`src/rtl/clst_pkg.sv`:
```
// shared types and codes of the consensus log slot table
package clst_pkg;

    typedef enum logic [2:0] {
        OP_APPEND       = 3'd0,
        OP_COMMIT       = 3'd1,
        OP_EXECUTE      = 3'd2,
        OP_COMMIT_UNTIL = 3'd3,
        OP_TRIM_UNTIL   = 3'd4,
        OP_POLL         = 3'd5
    } t_op;

    typedef enum logic [2:0] {
        ST_DONE      = 3'd0,
        ST_STALE     = 3'd1,
        ST_ABSENT    = 3'd2,
        ST_NOT_READY = 3'd3,
        ST_FULL      = 3'd4,
        ST_VIOLATION = 3'd5,
        ST_MISMATCH  = 3'd6
    } t_status;

    typedef enum logic [1:0] {
        PH_PROGRESS  = 2'd0,
        PH_COMMITTED = 2'd1,
        PH_EXECUTED  = 2'd2
    } t_phase;

    typedef enum logic [1:0] {
        S_IDLE = 2'd0,
        S_SCAN = 2'd1,
        S_RESP = 2'd2
    } t_state;

endpackage

```
`src/rtl/clst_if.sv`:
```
// request and response channel interfaces of the slot table
interface clst_req_if #(
    parameter int INDEX_BITS   = 32,
    parameter int BALLOT_BITS  = 32,
    parameter int COMMAND_BITS = 32
);
    logic                    valid;
    logic                    ready;
    logic [2:0]              cmd;
    logic [INDEX_BITS-1:0]   log_index;
    logic [BALLOT_BITS-1:0]  ballot;
    logic [31:0]             client_id;
    logic [COMMAND_BITS-1:0] command_word;

    modport source (output valid, cmd, log_index, ballot, client_id, command_word,
                    input ready);
    modport sink (input valid, cmd, log_index, ballot, client_id, command_word,
                  output ready);
endinterface

interface clst_rsp_if #(
    parameter int INDEX_BITS   = 32,
    parameter int COMMAND_BITS = 32
);
    logic                    valid;
    logic                    ready;
    logic [2:0]              status;
    logic                    inserted;
    logic [INDEX_BITS-1:0]   exec_index;
    logic [31:0]             exec_client;
    logic [COMMAND_BITS-1:0] exec_command;
    logic [INDEX_BITS-1:0]   executed_upto;
    logic [INDEX_BITS-1:0]   highest_index;

    modport source (output valid, status, inserted, exec_index, exec_client,
                    exec_command, executed_upto, highest_index, input ready);
    modport sink (input valid, status, inserted, exec_index, exec_client,
                  exec_command, executed_upto, highest_index, output ready);
endinterface

```
`src/rtl/consensus_log_slot_table_core.sv`:
```
// replicated log slot table: ring of slot cells with a single head processor
// requests settled at decode go straight to the response register, others wait for the target slot to reach the head
// commit-until and trim-until then walk on slot by slot (up to LOG_DEPTH slots)
// throughput: one request at a time, set by the ring rotation reaching the target slot
// reset: all slot valid bits, done, trimmed and top index cleared
module consensus_log_slot_table_core
    import clst_pkg::*;
#(
    parameter int LOG_DEPTH    = 64,
    parameter int INDEX_BITS   = 32,
    parameter int BALLOT_BITS  = 32,
    parameter int COMMAND_BITS = 32
) (
    input  logic      i_clk,
    input  logic      i_rst_n,
    clst_req_if.sink   i_req,
    clst_rsp_if.source o_rsp
);
    localparam int SLOT_BITS = $clog2(LOG_DEPTH);
    localparam int CW        = (INDEX_BITS > SLOT_BITS + 1) ? INDEX_BITS : SLOT_BITS + 2;
    localparam int DATA_BITS = 2 + BALLOT_BITS + 32 + COMMAND_BITS;
    localparam logic [SLOT_BITS-1:0] LAST_SLOT = SLOT_BITS'(LOG_DEPTH - 1);
    localparam logic [CW-1:0]        DEPTH_CW  = CW'(LOG_DEPTH);
    localparam logic [SLOT_BITS:0]   DEPTH_SW  = (SLOT_BITS + 1)'(LOG_DEPTH);

    typedef struct packed {
        t_phase                  phase;
        logic [BALLOT_BITS-1:0]  ballot;
        logic [31:0]             client;
        logic [COMMAND_BITS-1:0] command;
    } t_slot;

    // decision taken when a request is accepted
    typedef struct packed {
        t_op                   op;
        logic                  scan;
        t_status               status;
        logic [INDEX_BITS-1:0] cur;
        logic [SLOT_BITS-1:0]  slot;
    } t_dec;

    // result of processing the slot at the head cell
    typedef struct packed {
        logic    fin;
        t_status status;
        logic    ins;
        logic    exec;
        logic    top_upd;
        logic    trim_upd;
        logic    step;
    } t_step;

    // index inside the storable window trimmed+1 .. trimmed+LOG_DEPTH
    function automatic logic f_in_window(input logic [INDEX_BITS-1:0] idx,
                                         input logic [INDEX_BITS-1:0] trim);
        logic [INDEX_BITS-1:0] diff;
        diff = idx - trim;
        return (idx > trim) && (CW'(diff) <= DEPTH_CW);
    endfunction

    // slot of an in-window index, from the slot of the trim point
    function automatic logic [SLOT_BITS-1:0] f_slot(input logic [SLOT_BITS-1:0]  tslot,
                                                     input logic [INDEX_BITS-1:0] idx,
                                                     input logic [INDEX_BITS-1:0] trim);
        logic [INDEX_BITS-1:0] diff;
        logic [SLOT_BITS:0]    sum;
        diff = idx - trim;
        sum  = {1'b0, tslot} + diff[SLOT_BITS:0];
        if (sum >= DEPTH_SW) begin
            sum = sum - DEPTH_SW;
        end
        return sum[SLOT_BITS-1:0];
    endfunction

    function automatic logic [SLOT_BITS-1:0] f_inc(input logic [SLOT_BITS-1:0] s);
        return (s == LAST_SLOT) ? '0 : s + 1'b1;
    endfunction

    // control state
    t_state r_state, n_state;
    t_op    r_op;
    logic [INDEX_BITS-1:0]   r_cur, r_lim;
    logic [BALLOT_BITS-1:0]  r_bal;
    logic [31:0]             r_cli;
    logic [COMMAND_BITS-1:0] r_cmdw;
    logic [SLOT_BITS-1:0]    r_slot, r_head, r_trim_slot;
    logic [INDEX_BITS-1:0]   r_done, r_trim, r_top;

    // pending result
    t_status                 r_st;
    logic                    r_ins;
    logic [INDEX_BITS-1:0]   r_exi;
    logic [31:0]             r_exc;
    logic [COMMAND_BITS-1:0] r_exw;

    // output register
    logic                    r_out_valid;
    t_status                 r_out_st;
    logic                    r_out_ins;
    logic [INDEX_BITS-1:0]   r_out_exi, r_out_done, r_out_top;
    logic [31:0]             r_out_exc;
    logic [COMMAND_BITS-1:0] r_out_exw;

    logic  w_acc, w_hit, w_load;
    t_dec  w_dec;
    t_step w_step;

    // ring of cells: cell 0 is the head, the head writes back into the last cell
    logic                 w_cell_v [LOG_DEPTH];
    logic [DATA_BITS-1:0] w_cell_d [LOG_DEPTH];
    logic                 w_wb_v;
    t_slot                w_wb;
    t_slot                w_head;
    logic                 w_head_v;

    for (genvar j = 0; j < LOG_DEPTH; j++) begin : g_ring
        if (j == LOG_DEPTH - 1) begin : g_tail
            clst_cell #(.DATA_BITS(DATA_BITS)) u_cell (
                .i_clk  (i_clk),
                .i_rst_n(i_rst_n),
                .i_valid(w_wb_v),
                .i_data (w_wb),
                .o_valid(w_cell_v[j]),
                .o_data (w_cell_d[j])
            );
        end else begin : g_body
            clst_cell #(.DATA_BITS(DATA_BITS)) u_cell (
                .i_clk  (i_clk),
                .i_rst_n(i_rst_n),
                .i_valid(w_cell_v[j+1]),
                .i_data (w_cell_d[j+1]),
                .o_valid(w_cell_v[j]),
                .o_data (w_cell_d[j])
            );
        end
    end

    assign w_head_v = w_cell_v[0];
    assign w_head   = t_slot'(w_cell_d[0]);

    assign w_acc = i_req.valid && i_req.ready;
    assign w_hit = (r_state == S_SCAN) && (r_head == r_slot);

    // request decode: settle what needs no slot, else aim at the target slot
    always_comb begin
        logic [INDEX_BITS-1:0] nx_done;
        nx_done      = r_done + 1'b1;
        w_dec        = '0;
        w_dec.status = ST_DONE;
        w_dec.cur    = i_req.log_index;
        w_dec.slot   = f_slot(r_trim_slot, i_req.log_index, r_trim);
        unique case (i_req.cmd)
            OP_APPEND:       w_dec.op = OP_APPEND;
            OP_COMMIT:       w_dec.op = OP_COMMIT;
            OP_EXECUTE:      w_dec.op = OP_EXECUTE;
            OP_COMMIT_UNTIL: w_dec.op = OP_COMMIT_UNTIL;
            OP_TRIM_UNTIL:   w_dec.op = OP_TRIM_UNTIL;
            default:         w_dec.op = OP_POLL;
        endcase
        case (w_dec.op)
            OP_APPEND: begin
                if (i_req.log_index <= r_trim) begin
                    w_dec.status = ST_STALE;
                end else if (!f_in_window(i_req.log_index, r_trim)) begin
                    w_dec.status = ST_FULL;
                end else begin
                    w_dec.scan = 1'b1;
                end
            end
            OP_COMMIT: begin
                if (!f_in_window(i_req.log_index, r_trim)) begin
                    w_dec.status = ST_ABSENT;
                end else begin
                    w_dec.scan = 1'b1;
                end
            end
            OP_EXECUTE: begin
                w_dec.cur  = nx_done;
                w_dec.slot = f_slot(r_trim_slot, nx_done, r_trim);
                if (nx_done == '0 || !f_in_window(nx_done, r_trim)) begin
                    w_dec.status = ST_ABSENT;
                end else begin
                    w_dec.scan = 1'b1;
                end
            end
            OP_COMMIT_UNTIL: begin
                w_dec.cur  = nx_done;
                w_dec.slot = f_slot(r_trim_slot, nx_done, r_trim);
                w_dec.scan = (r_done < i_req.log_index) && f_in_window(nx_done, r_trim);
            end
            OP_TRIM_UNTIL: begin
                w_dec.cur  = r_trim + 1'b1;
                w_dec.slot = f_inc(r_trim_slot);
                w_dec.scan = r_trim < i_req.log_index;
            end
            default: begin
                w_dec.scan = 1'b0;
            end
        endcase
    end

    // head processing: one slot per cycle, written back into the ring tail
    always_comb begin
        w_wb_v        = w_head_v;
        w_wb          = w_head;
        w_step        = '0;
        w_step.status = r_st;
        if (w_hit) begin
            case (r_op)
                OP_APPEND: begin
                    w_step.fin = 1'b1;
                    if (!w_head_v) begin
                        w_wb_v         = 1'b1;
                        w_wb           = {PH_PROGRESS, r_bal, r_cli, r_cmdw};
                        w_step.ins     = 1'b1;
                        w_step.top_upd = r_cur > r_top;
                    end else if (w_head.phase != PH_PROGRESS) begin
                        if (w_head.command != r_cmdw) begin
                            w_step.status = ST_MISMATCH;
                        end
                    end else if (r_bal > w_head.ballot) begin
                        w_wb = {PH_PROGRESS, r_bal, r_cli, r_cmdw};
                    end else if (r_bal == w_head.ballot && w_head.command != r_cmdw) begin
                        w_step.status = ST_MISMATCH;
                    end
                end
                OP_COMMIT: begin
                    w_step.fin = 1'b1;
                    if (!w_head_v) begin
                        w_step.status = ST_ABSENT;
                    end else if (w_head.phase == PH_PROGRESS) begin
                        w_wb.phase = PH_COMMITTED;
                    end
                end
                OP_EXECUTE: begin
                    w_step.fin = 1'b1;
                    if (!w_head_v) begin
                        w_step.status = ST_ABSENT;
                    end else if (w_head.phase != PH_COMMITTED) begin
                        w_step.status = ST_NOT_READY;
                    end else begin
                        w_wb.phase  = PH_EXECUTED;
                        w_step.exec = 1'b1;
                    end
                end
                OP_COMMIT_UNTIL: begin
                    // missing entry ends the walk quietly
                    if (!f_in_window(r_cur, r_trim) || !w_head_v) begin
                        w_step.fin = 1'b1;
                    end else if (r_bal < w_head.ballot) begin
                        w_step.fin    = 1'b1;
                        w_step.status = ST_VIOLATION;
                    end else begin
                        if (w_head.ballot == r_bal && w_head.phase == PH_PROGRESS) begin
                            w_wb.phase = PH_COMMITTED;
                        end
                        w_step.fin  = r_cur == r_lim;
                        w_step.step = 1'b1;
                    end
                end
                OP_TRIM_UNTIL: begin
                    if (!w_head_v || w_head.phase != PH_EXECUTED) begin
                        w_step.fin    = 1'b1;
                        w_step.status = ST_VIOLATION;
                    end else begin
                        w_wb_v          = 1'b0;
                        w_step.trim_upd = 1'b1;
                        w_step.fin      = r_cur == r_lim;
                        w_step.step     = 1'b1;
                    end
                end
                default: begin
                    w_step.fin = 1'b1;
                end
            endcase
        end
    end

    // next state
    always_comb begin
        n_state = r_state;
        unique case (r_state)
            S_IDLE: begin
                if (w_acc) begin
                    n_state = w_dec.scan ? S_SCAN : S_RESP;
                end
            end
            S_SCAN: begin
                if (w_step.fin) begin
                    n_state = S_RESP;
                end
            end
            S_RESP: begin
                if (!r_out_valid || o_rsp.ready) begin
                    n_state = S_IDLE;
                end
            end
            default: n_state = S_IDLE;
        endcase
    end

    // state outputs
    always_comb begin
        i_req.ready = (r_state == S_IDLE);
        w_load      = (r_state == S_RESP) && (!r_out_valid || o_rsp.ready);
    end

    always_ff @(posedge i_clk) begin
        if (!i_rst_n) begin
            r_state     <= S_IDLE;
            r_head      <= '0;
            r_done      <= '0;
            r_trim      <= '0;
            r_trim_slot <= '0;
            r_top       <= '0;
            r_out_valid <= 1'b0;
        end else begin
            r_state <= n_state;
            r_head  <= f_inc(r_head);
            if (w_step.exec) begin
                r_done <= r_cur;
            end
            if (w_step.top_upd) begin
                r_top <= r_cur;
            end
            if (w_step.trim_upd) begin
                r_trim      <= r_cur;
                r_trim_slot <= r_slot;
            end
            if (w_load) begin
                r_out_valid <= 1'b1;
            end else if (o_rsp.ready) begin
                r_out_valid <= 1'b0;
            end
        end
    end

    // request and result payload
    always_ff @(posedge i_clk) begin
        if (w_acc) begin
            r_op   <= w_dec.op;
            r_cur  <= w_dec.cur;
            r_slot <= w_dec.slot;
            r_lim  <= i_req.log_index;
            r_bal  <= i_req.ballot;
            r_cli  <= i_req.client_id;
            r_cmdw <= i_req.command_word;
            r_st   <= w_dec.status;
            r_ins  <= 1'b0;
            r_exi  <= '0;
            r_exc  <= '0;
            r_exw  <= '0;
        end else if (w_hit) begin
            r_st <= w_step.status;
            if (w_step.ins) begin
                r_ins <= 1'b1;
            end
            if (w_step.exec) begin
                r_exi <= r_cur;
                r_exc <= w_head.client;
                r_exw <= w_head.command;
            end
            if (w_step.step) begin
                r_cur  <= r_cur + 1'b1;
                r_slot <= f_inc(r_slot);
            end
        end
        if (w_load) begin
            r_out_st   <= r_st;
            r_out_ins  <= r_ins;
            r_out_exi  <= r_exi;
            r_out_exc  <= r_exc;
            r_out_exw  <= r_exw;
            r_out_done <= r_done;
            r_out_top  <= r_top;
        end
    end

    assign o_rsp.valid         = r_out_valid;
    assign o_rsp.status        = r_out_st;
    assign o_rsp.inserted      = r_out_ins;
    assign o_rsp.exec_index    = r_out_exi;
    assign o_rsp.exec_client   = r_out_exc;
    assign o_rsp.exec_command  = r_out_exw;
    assign o_rsp.executed_upto = r_out_done;
    assign o_rsp.highest_index = r_out_top;

    // only executed entries are ever freed
    a_trim_le_done: assert property (@(posedge i_clk) disable iff (!i_rst_n)
        r_trim <= r_done)
        else $error("trim point passed executed point");

    // an insert is always a clean append
    a_insert_done: assert property (@(posedge i_clk) disable iff (!i_rst_n)
        (o_rsp.valid && o_rsp.inserted) |-> (o_rsp.status == ST_DONE))
        else $error("insert reported with failure status");

    // failed requests carry no executed entry
    a_fail_no_exec: assert property (@(posedge i_clk) disable iff (!i_rst_n)
        (o_rsp.valid && o_rsp.status != ST_DONE) |-> (o_rsp.exec_index == '0))
        else $error("executed entry on failed request");

    // a scan never runs while a new request is taken
    a_scan_no_accept: assert property (@(posedge i_clk) disable iff (!i_rst_n)
        w_hit |-> !w_acc)
        else $error("request taken during scan");
endmodule

```
`src/rtl/clst_cell.sv`:
```
// one slot cell of the rotating ring
module clst_cell #(
    parameter int DATA_BITS = 98
) (
    input  logic                 i_clk,
    input  logic                 i_rst_n,
    input  logic                 i_valid,
    input  logic [DATA_BITS-1:0] i_data,
    output logic                 o_valid,
    output logic [DATA_BITS-1:0] o_data
);
    logic                 r_valid;
    logic [DATA_BITS-1:0] r_data;

    // valid bit cleared at reset, payload free running
    always_ff @(posedge i_clk) begin
        if (!i_rst_n) begin
            r_valid <= 1'b0;
        end else begin
            r_valid <= i_valid;
        end
    end

    always_ff @(posedge i_clk) begin
        r_data <= i_data;
    end

    assign o_valid = r_valid;
    assign o_data  = r_data;
endmodule
```
`src/flat_wrapper.sv`:
```
// flat-port wrapper written by rule: the top's interface ports become plain ports
module consensus_log_slot_table_core_flat import clst_pkg::*;
#(
    parameter int LOG_DEPTH    = 64,
    parameter int INDEX_BITS   = 32,
    parameter int BALLOT_BITS  = 32,
    parameter int COMMAND_BITS = 32
)
  (i_clk, i_rst_n, i_req_valid, i_req_cmd, i_req_log_index, i_req_ballot, i_req_client_id, i_req_command_word, i_req_ready, o_rsp_valid, o_rsp_status, o_rsp_inserted, o_rsp_exec_index, o_rsp_exec_client, o_rsp_exec_command, o_rsp_executed_upto, o_rsp_highest_index, o_rsp_ready);
  clst_req_if #(.INDEX_BITS(INDEX_BITS), .BALLOT_BITS(BALLOT_BITS), .COMMAND_BITS(COMMAND_BITS)) i_req_i ();
  clst_rsp_if #(.INDEX_BITS(INDEX_BITS), .COMMAND_BITS(COMMAND_BITS)) o_rsp_i ();
  input  logic i_clk;
  input  logic i_rst_n;
  input wire logic [$bits(i_req_i.valid)-1:0] i_req_valid;
  input wire logic [$bits(i_req_i.cmd)-1:0] i_req_cmd;
  input wire logic [$bits(i_req_i.log_index)-1:0] i_req_log_index;
  input wire logic [$bits(i_req_i.ballot)-1:0] i_req_ballot;
  input wire logic [$bits(i_req_i.client_id)-1:0] i_req_client_id;
  input wire logic [$bits(i_req_i.command_word)-1:0] i_req_command_word;
  output wire logic [$bits(i_req_i.ready)-1:0] i_req_ready;
  output wire logic [$bits(o_rsp_i.valid)-1:0] o_rsp_valid;
  output wire logic [$bits(o_rsp_i.status)-1:0] o_rsp_status;
  output wire logic [$bits(o_rsp_i.inserted)-1:0] o_rsp_inserted;
  output wire logic [$bits(o_rsp_i.exec_index)-1:0] o_rsp_exec_index;
  output wire logic [$bits(o_rsp_i.exec_client)-1:0] o_rsp_exec_client;
  output wire logic [$bits(o_rsp_i.exec_command)-1:0] o_rsp_exec_command;
  output wire logic [$bits(o_rsp_i.executed_upto)-1:0] o_rsp_executed_upto;
  output wire logic [$bits(o_rsp_i.highest_index)-1:0] o_rsp_highest_index;
  input wire logic [$bits(o_rsp_i.ready)-1:0] o_rsp_ready;
  assign i_req_i.valid = i_req_valid;
  assign i_req_i.cmd = i_req_cmd;
  assign i_req_i.log_index = i_req_log_index;
  assign i_req_i.ballot = i_req_ballot;
  assign i_req_i.client_id = i_req_client_id;
  assign i_req_i.command_word = i_req_command_word;
  assign i_req_ready = i_req_i.ready;
  assign o_rsp_valid = o_rsp_i.valid;
  assign o_rsp_status = o_rsp_i.status;
  assign o_rsp_inserted = o_rsp_i.inserted;
  assign o_rsp_exec_index = o_rsp_i.exec_index;
  assign o_rsp_exec_client = o_rsp_i.exec_client;
  assign o_rsp_exec_command = o_rsp_i.exec_command;
  assign o_rsp_executed_upto = o_rsp_i.executed_upto;
  assign o_rsp_highest_index = o_rsp_i.highest_index;
  assign o_rsp_i.ready = o_rsp_ready;
  consensus_log_slot_table_core #(.LOG_DEPTH(LOG_DEPTH), .INDEX_BITS(INDEX_BITS), .BALLOT_BITS(BALLOT_BITS), .COMMAND_BITS(COMMAND_BITS)) u_core (.i_clk(i_clk), .i_rst_n(i_rst_n), .i_req(i_req_i), .o_rsp(o_rsp_i));
endmodule
```
`config.mk`:
```
export PLATFORM = sky130hd
export DESIGN_NAME = consensus_log_slot_table_core_flat
export DESIGN_NICKNAME = d
export VERILOG_FILES = /design/src/rtl/clst_pkg.sv /design/src/rtl/clst_if.sv /design/src/rtl/consensus_log_slot_table_core.sv /design/src/rtl/clst_cell.sv /design/src/flat_wrapper.sv
export SDC_FILE = /design/constraint.sdc
export NUM_CORES = 2
export LEC_CHECK = 0
export BUFFER_PORTS_ARGS = -buffer_cell sky130_fd_sc_hd__buf_4
export CORE_UTILIZATION = 30
export CTS_BUF_LIST = sky130_fd_sc_hd__clkbuf_8
export DETAILED_ROUTE_END_ITERATION = 10
export HOLD_SLACK_MARGIN = 0.08
export PLACE_DENSITY = 0.43
export SETUP_SLACK_MARGIN = 0.02
export SYNTH_ARGS = -nofsm -noshare
export SYNTH_HDL_FRONTEND = slang
export SYNTH_HIERARCHICAL = 1
export SYNTH_SLANG_ARGS = --single-unit
```
`constraint.sdc`:
```
create_clock -name i_clk -period 7.9 [get_ports i_clk]
set_input_delay 0.79 -clock i_clk [delete_from_list [all_inputs] [get_ports i_clk]]
set_output_delay 0.79 -clock i_clk [all_outputs]
set_load 0.03 [all_outputs]
```
==> metrics.md <==
| Metric | Value |
|---|---|
| Crit-path max FO | `13` |
| Clock root buffer | `clkbuf_8` |
| Chip width | `731 um` |
| CTS tree | `done` |
| Cell count of the worst reg-to-reg path | `15` |
| Die area | `535,000 um2` |
| Routed vias | `73,070` |
| Core Region | `530,000 um2` |
| Layout fillers | `49,843` |
| CP cell instances | `nand4_2, nor4_2, nand3_1, xnor2_1, ha_1, a21oi_1, o211ai_1, o2111ai_1, a31oi_1, or3_1, nor4_1, and4_1, a32oi_1, o31a_1, o21a_1` |
| Status | `complete, no violations` |
| Delay-heaviest family, CP | `simple AND/OR/NAND/NOR gates` |
| DRC Markers | `0` |
| Hold_sp | `u_core/g_ring[56].g_body.u_cell/o_data[24]` |
| Vias in the first global route | `76,859` |
| Netlist Area Pre-Place | `160,000 um2` |
| WS Path Type | `flip-flop to flip-flop` |
| Final worst-path cycle share | `83.7%` |
| Max incr delay on CP | `0.85 ns` |
| CP endpoint kind | `flip-flop` |
| Fin. max-slew vios | `0` |
| Synth unique cells | `88` |
| Finished Layout Cells | `19,076` |
| Maximum clock frequency | `151 MHz` |
| FF+latch area | `141,000 um2` |
| FF-to-FF setup slack | `1.28 ns` |
| RSZ-0062 raised after global routing | `false` |
| Mapped Cells | `9,801` |
| Setup violators final | `0` |
| Clk sinks | `6,880` |
| Hold WC Path Type | `flip-flop to flip-flop` |
| Number of port buffers | `300` |
| First-pass GRT wire length | `506 mm` |
| Vias per std cell | `3.83` |
| Worst Max-Slew Pin Slew | `1.32 ns` |
| Synth Register Bits | `6,880` |
| Pwr Density | `343 nW/um2` |
| Io pins | `301` |
| CP Data Required Time | `8.93 ns` |
| # Post-CTS Setup Buffers | `0` |
| Avg Inst Size Synth | `16.3 um2` |
| Total gr overflow | `0` |
| Clock transition at the registers of the reported paths | `0.06 ns` |
| Clock Latency Late Sink | `1.30 ns` |
| WL/cell | `18.0 um` |
| CP max-delay cell | `a21oi_1` |
| Multi-input logic area | `17,100 um2` |
| Minimum clock period | `6.62 ns` |
| Final wirelength | `343 mm` |
| Max reg flops | `6,174` |
| Starting DRT DRC Count | `3,279` |
| Number of flops mapped to enable cells by yosys | `336` |
| Area growth syn-to-layout | `21.9%` |
| Worst hold stages | `0` |
| Startpoint Class | `flip-flop` |
| Critical Path AT | `7.65 ns` |
| GRT Total Usage | `12.8%` |
| Clock buffer count from CTS | `1,145` |
| Maximum vdd drop | `0.000200 V` |
| Rows | `267` |
| Chip Height | `731 um` |
| Share of layout cells above drive strength 1 | `17.2%` |
| RR Endpoint | `u_core/r_state[1]` |
| Layout Nets | `11,629` |
| Dominant synthesized flop cell | `dfxtp_1` |
| Post-synth ARST share | `0%` |
| Clk_skew | `0.169 ns` |
| Leakage dissipation | `78.3 nW` |
| Final hold slack | `0.238 ns` |
| Placer Congestion | `0.831` |
| Worst path bufs/invs | `0` |
| Sequential area share after synthesis | `88.4%` |
| Remaining antenna violation count | `0` |
| Setup TNS | `0 ns` |
| Worst flop-to-flop path startpoint | `u_core/r_done[4]` |
| Syn Nets | `10,143` |
| Clk buf depth | `5` |
| Synth Warn # | `6` |
| First drt pass iteration count | `7` |
| Initial antenna violation count | `31` |
| Max-cap viol count | `0` |
| Placed cell count | `16,957` |
| HPWL after DPL | `218 mm` |
| Worst slew margin | `11.0%` |
| Power, Total | `66.7 mW` |
| WHS Endpoint | `u_core/g_ring[55].g_body.u_cell/o_data[24]` |
| Initial Util | `30.2%` |
| CTS H-tree lvls | `7` |
| Final-report hold violation count | `0` |
| Largest net degree at the start of global routing | `118` |
[worst max-delay path by stage]
stage | cells past startpoint | slack (ns) | from | end
6_report | 15 | 1.28 | u_core/r_done[4] | u_core/r_state[1]
5_1_grt | 17 | 0.81 | u_core/r_done[0] | u_core/r_state[1]
4_1_cts | 15 | 1.18 | u_core/r_done[4] | u_core/r_state[1]
3_5_place_dp | 15 | 1.27 | u_core/r_done[4] | u_core/r_state[1]
3_3_place_gp | 15 | 1.09 | u_core/r_done[4] | u_core/r_state[1]
2_1_floorplan | 15 | 1.85 | u_core/r_cur[0] | u_core/r_cur[0]
[layout by cell type, fill, tap and decap left out, types with 16 or more instances in the layout]
cell type / n
mux2_2: 99
clkinvlp_4: 19
bufinv_16: 24
a21boi_0: 76
nand3_1: 96
clkbuf_8: 1428
or3_1: 20
nand4_1: 90
and3_1: 32
a21oi_1: 268
and4_1: 22
nand2b_1: 20
o211ai_1: 20
ha_1: 203
o21ai_0: 137
a31oi_1: 22
o22ai_1: 16
xor2_1: 100
nor2b_1: 46
nor4_1: 39
a21o_1: 47
nor3_1: 43
o21a_1: 25
a211oi_1: 27
dfxtp_1: 6544
buf_4: 358
and2_1: 83
xnor2_1: 127
a22oi_1: 17
dlygate4sd3_1: 177
edfxtp_1: 336
nand2_1: 484
clkinv_2: 85
inv_1: 533
nor2_1: 136
mux2i_1: 45
[final cells by class]
type / count / share of cell area (%)
Sequential cell: 6880 / 72.5
Clock buffer: 1428 / 10.1
Multi-Input combinational cell: 2543 / 8.81
Tap cell: 6994 / 4.50
Timing Repair Buffer: 539 / 2.33
Clock inverter: 500 / 1.40
Inverter: 178 / 0.347
Antenna cell: 14 / 0.0180
[power by group]
| group | switching [mW] | internal [mW] | leakage (nW) |
|---|---|---|---|
| sequential | 0.166 | 35.2 | 55.9 |
| clock | 12.9 | 16.9 | 12.9 |
| combinational | 1.04 | 0.493 | 9.49 |
[logic make-up after synthesis]
group                    share of synthesized area [%]
AO/OA/AOI/OAI                                     3.15
XOR/XNOR                                          1.27
adder cells (fa/ha/maj)                           1.64
buffers and inverters                            0.937
flip-flops                                        88.4
multiplexers                                     0.980
AND/OR/NAND/NOR                                   3.64
[per-layer routing]
metal | part of all wire [%] | GRT usage (%)
met1 | 49 | 17.5
met2 | 43 | 18.9
met3 | 4.9 | 3.45
met4 | 3.4 | 6.17
met5 | 0 | 0
[Yosys cell counts (47+ instances only)]
| library cell | n | area, um2 |
|---|---|---|
| dfxtp_1 | 6544 | 131000 |
| nand2_1 | 485 | 1820 |
| edfxtp_1 | 336 | 10100 |
| a21oi_1 | 268 | 1340 |
| ha_1 | 203 | 2540 |
| inv_1 | 177 | 664 |
| o21ai_0 | 138 | 691 |
| nor2_1 | 137 | 514 |
| clkbuf_1 | 135 | 507 |
| xnor2_1 | 131 | 1150 |
| xor2_1 | 100 | 876 |
| mux2_2 | 99 | 1110 |
| nand3_1 | 97 | 485 |
| nand4_1 | 90 | 563 |
| and2_1 | 83 | 519 |
| a21boi_0 | 76 | 571 |
| buf_2 | 49 | 245 |
| a21o_1 | 47 | 353 |
| nor2b_1 | 47 | 294 |
[stage by stage]
stage	setup WS (ns)	instance area, um2	utilization [%]
2_1_floorplan	1.85	160000	-
3_3_place_gp	1.09	170000	32.2
3_5_place_dp	1.27	170000	32.2
4_1_cts	1.18	195000	36.7
5_1_grt	0.813	195000	36.8
6_report	1.28	195000	36.8
[what timing repair did]
| item | in CTS | in global routing |
|---|---|---|
| resized for setup | 0 | 0 |
| hold buffers | 177 | 0 |
| endpoints found under the hold margin | 153 | 0 |
Power figures use the tool's default switching activity.
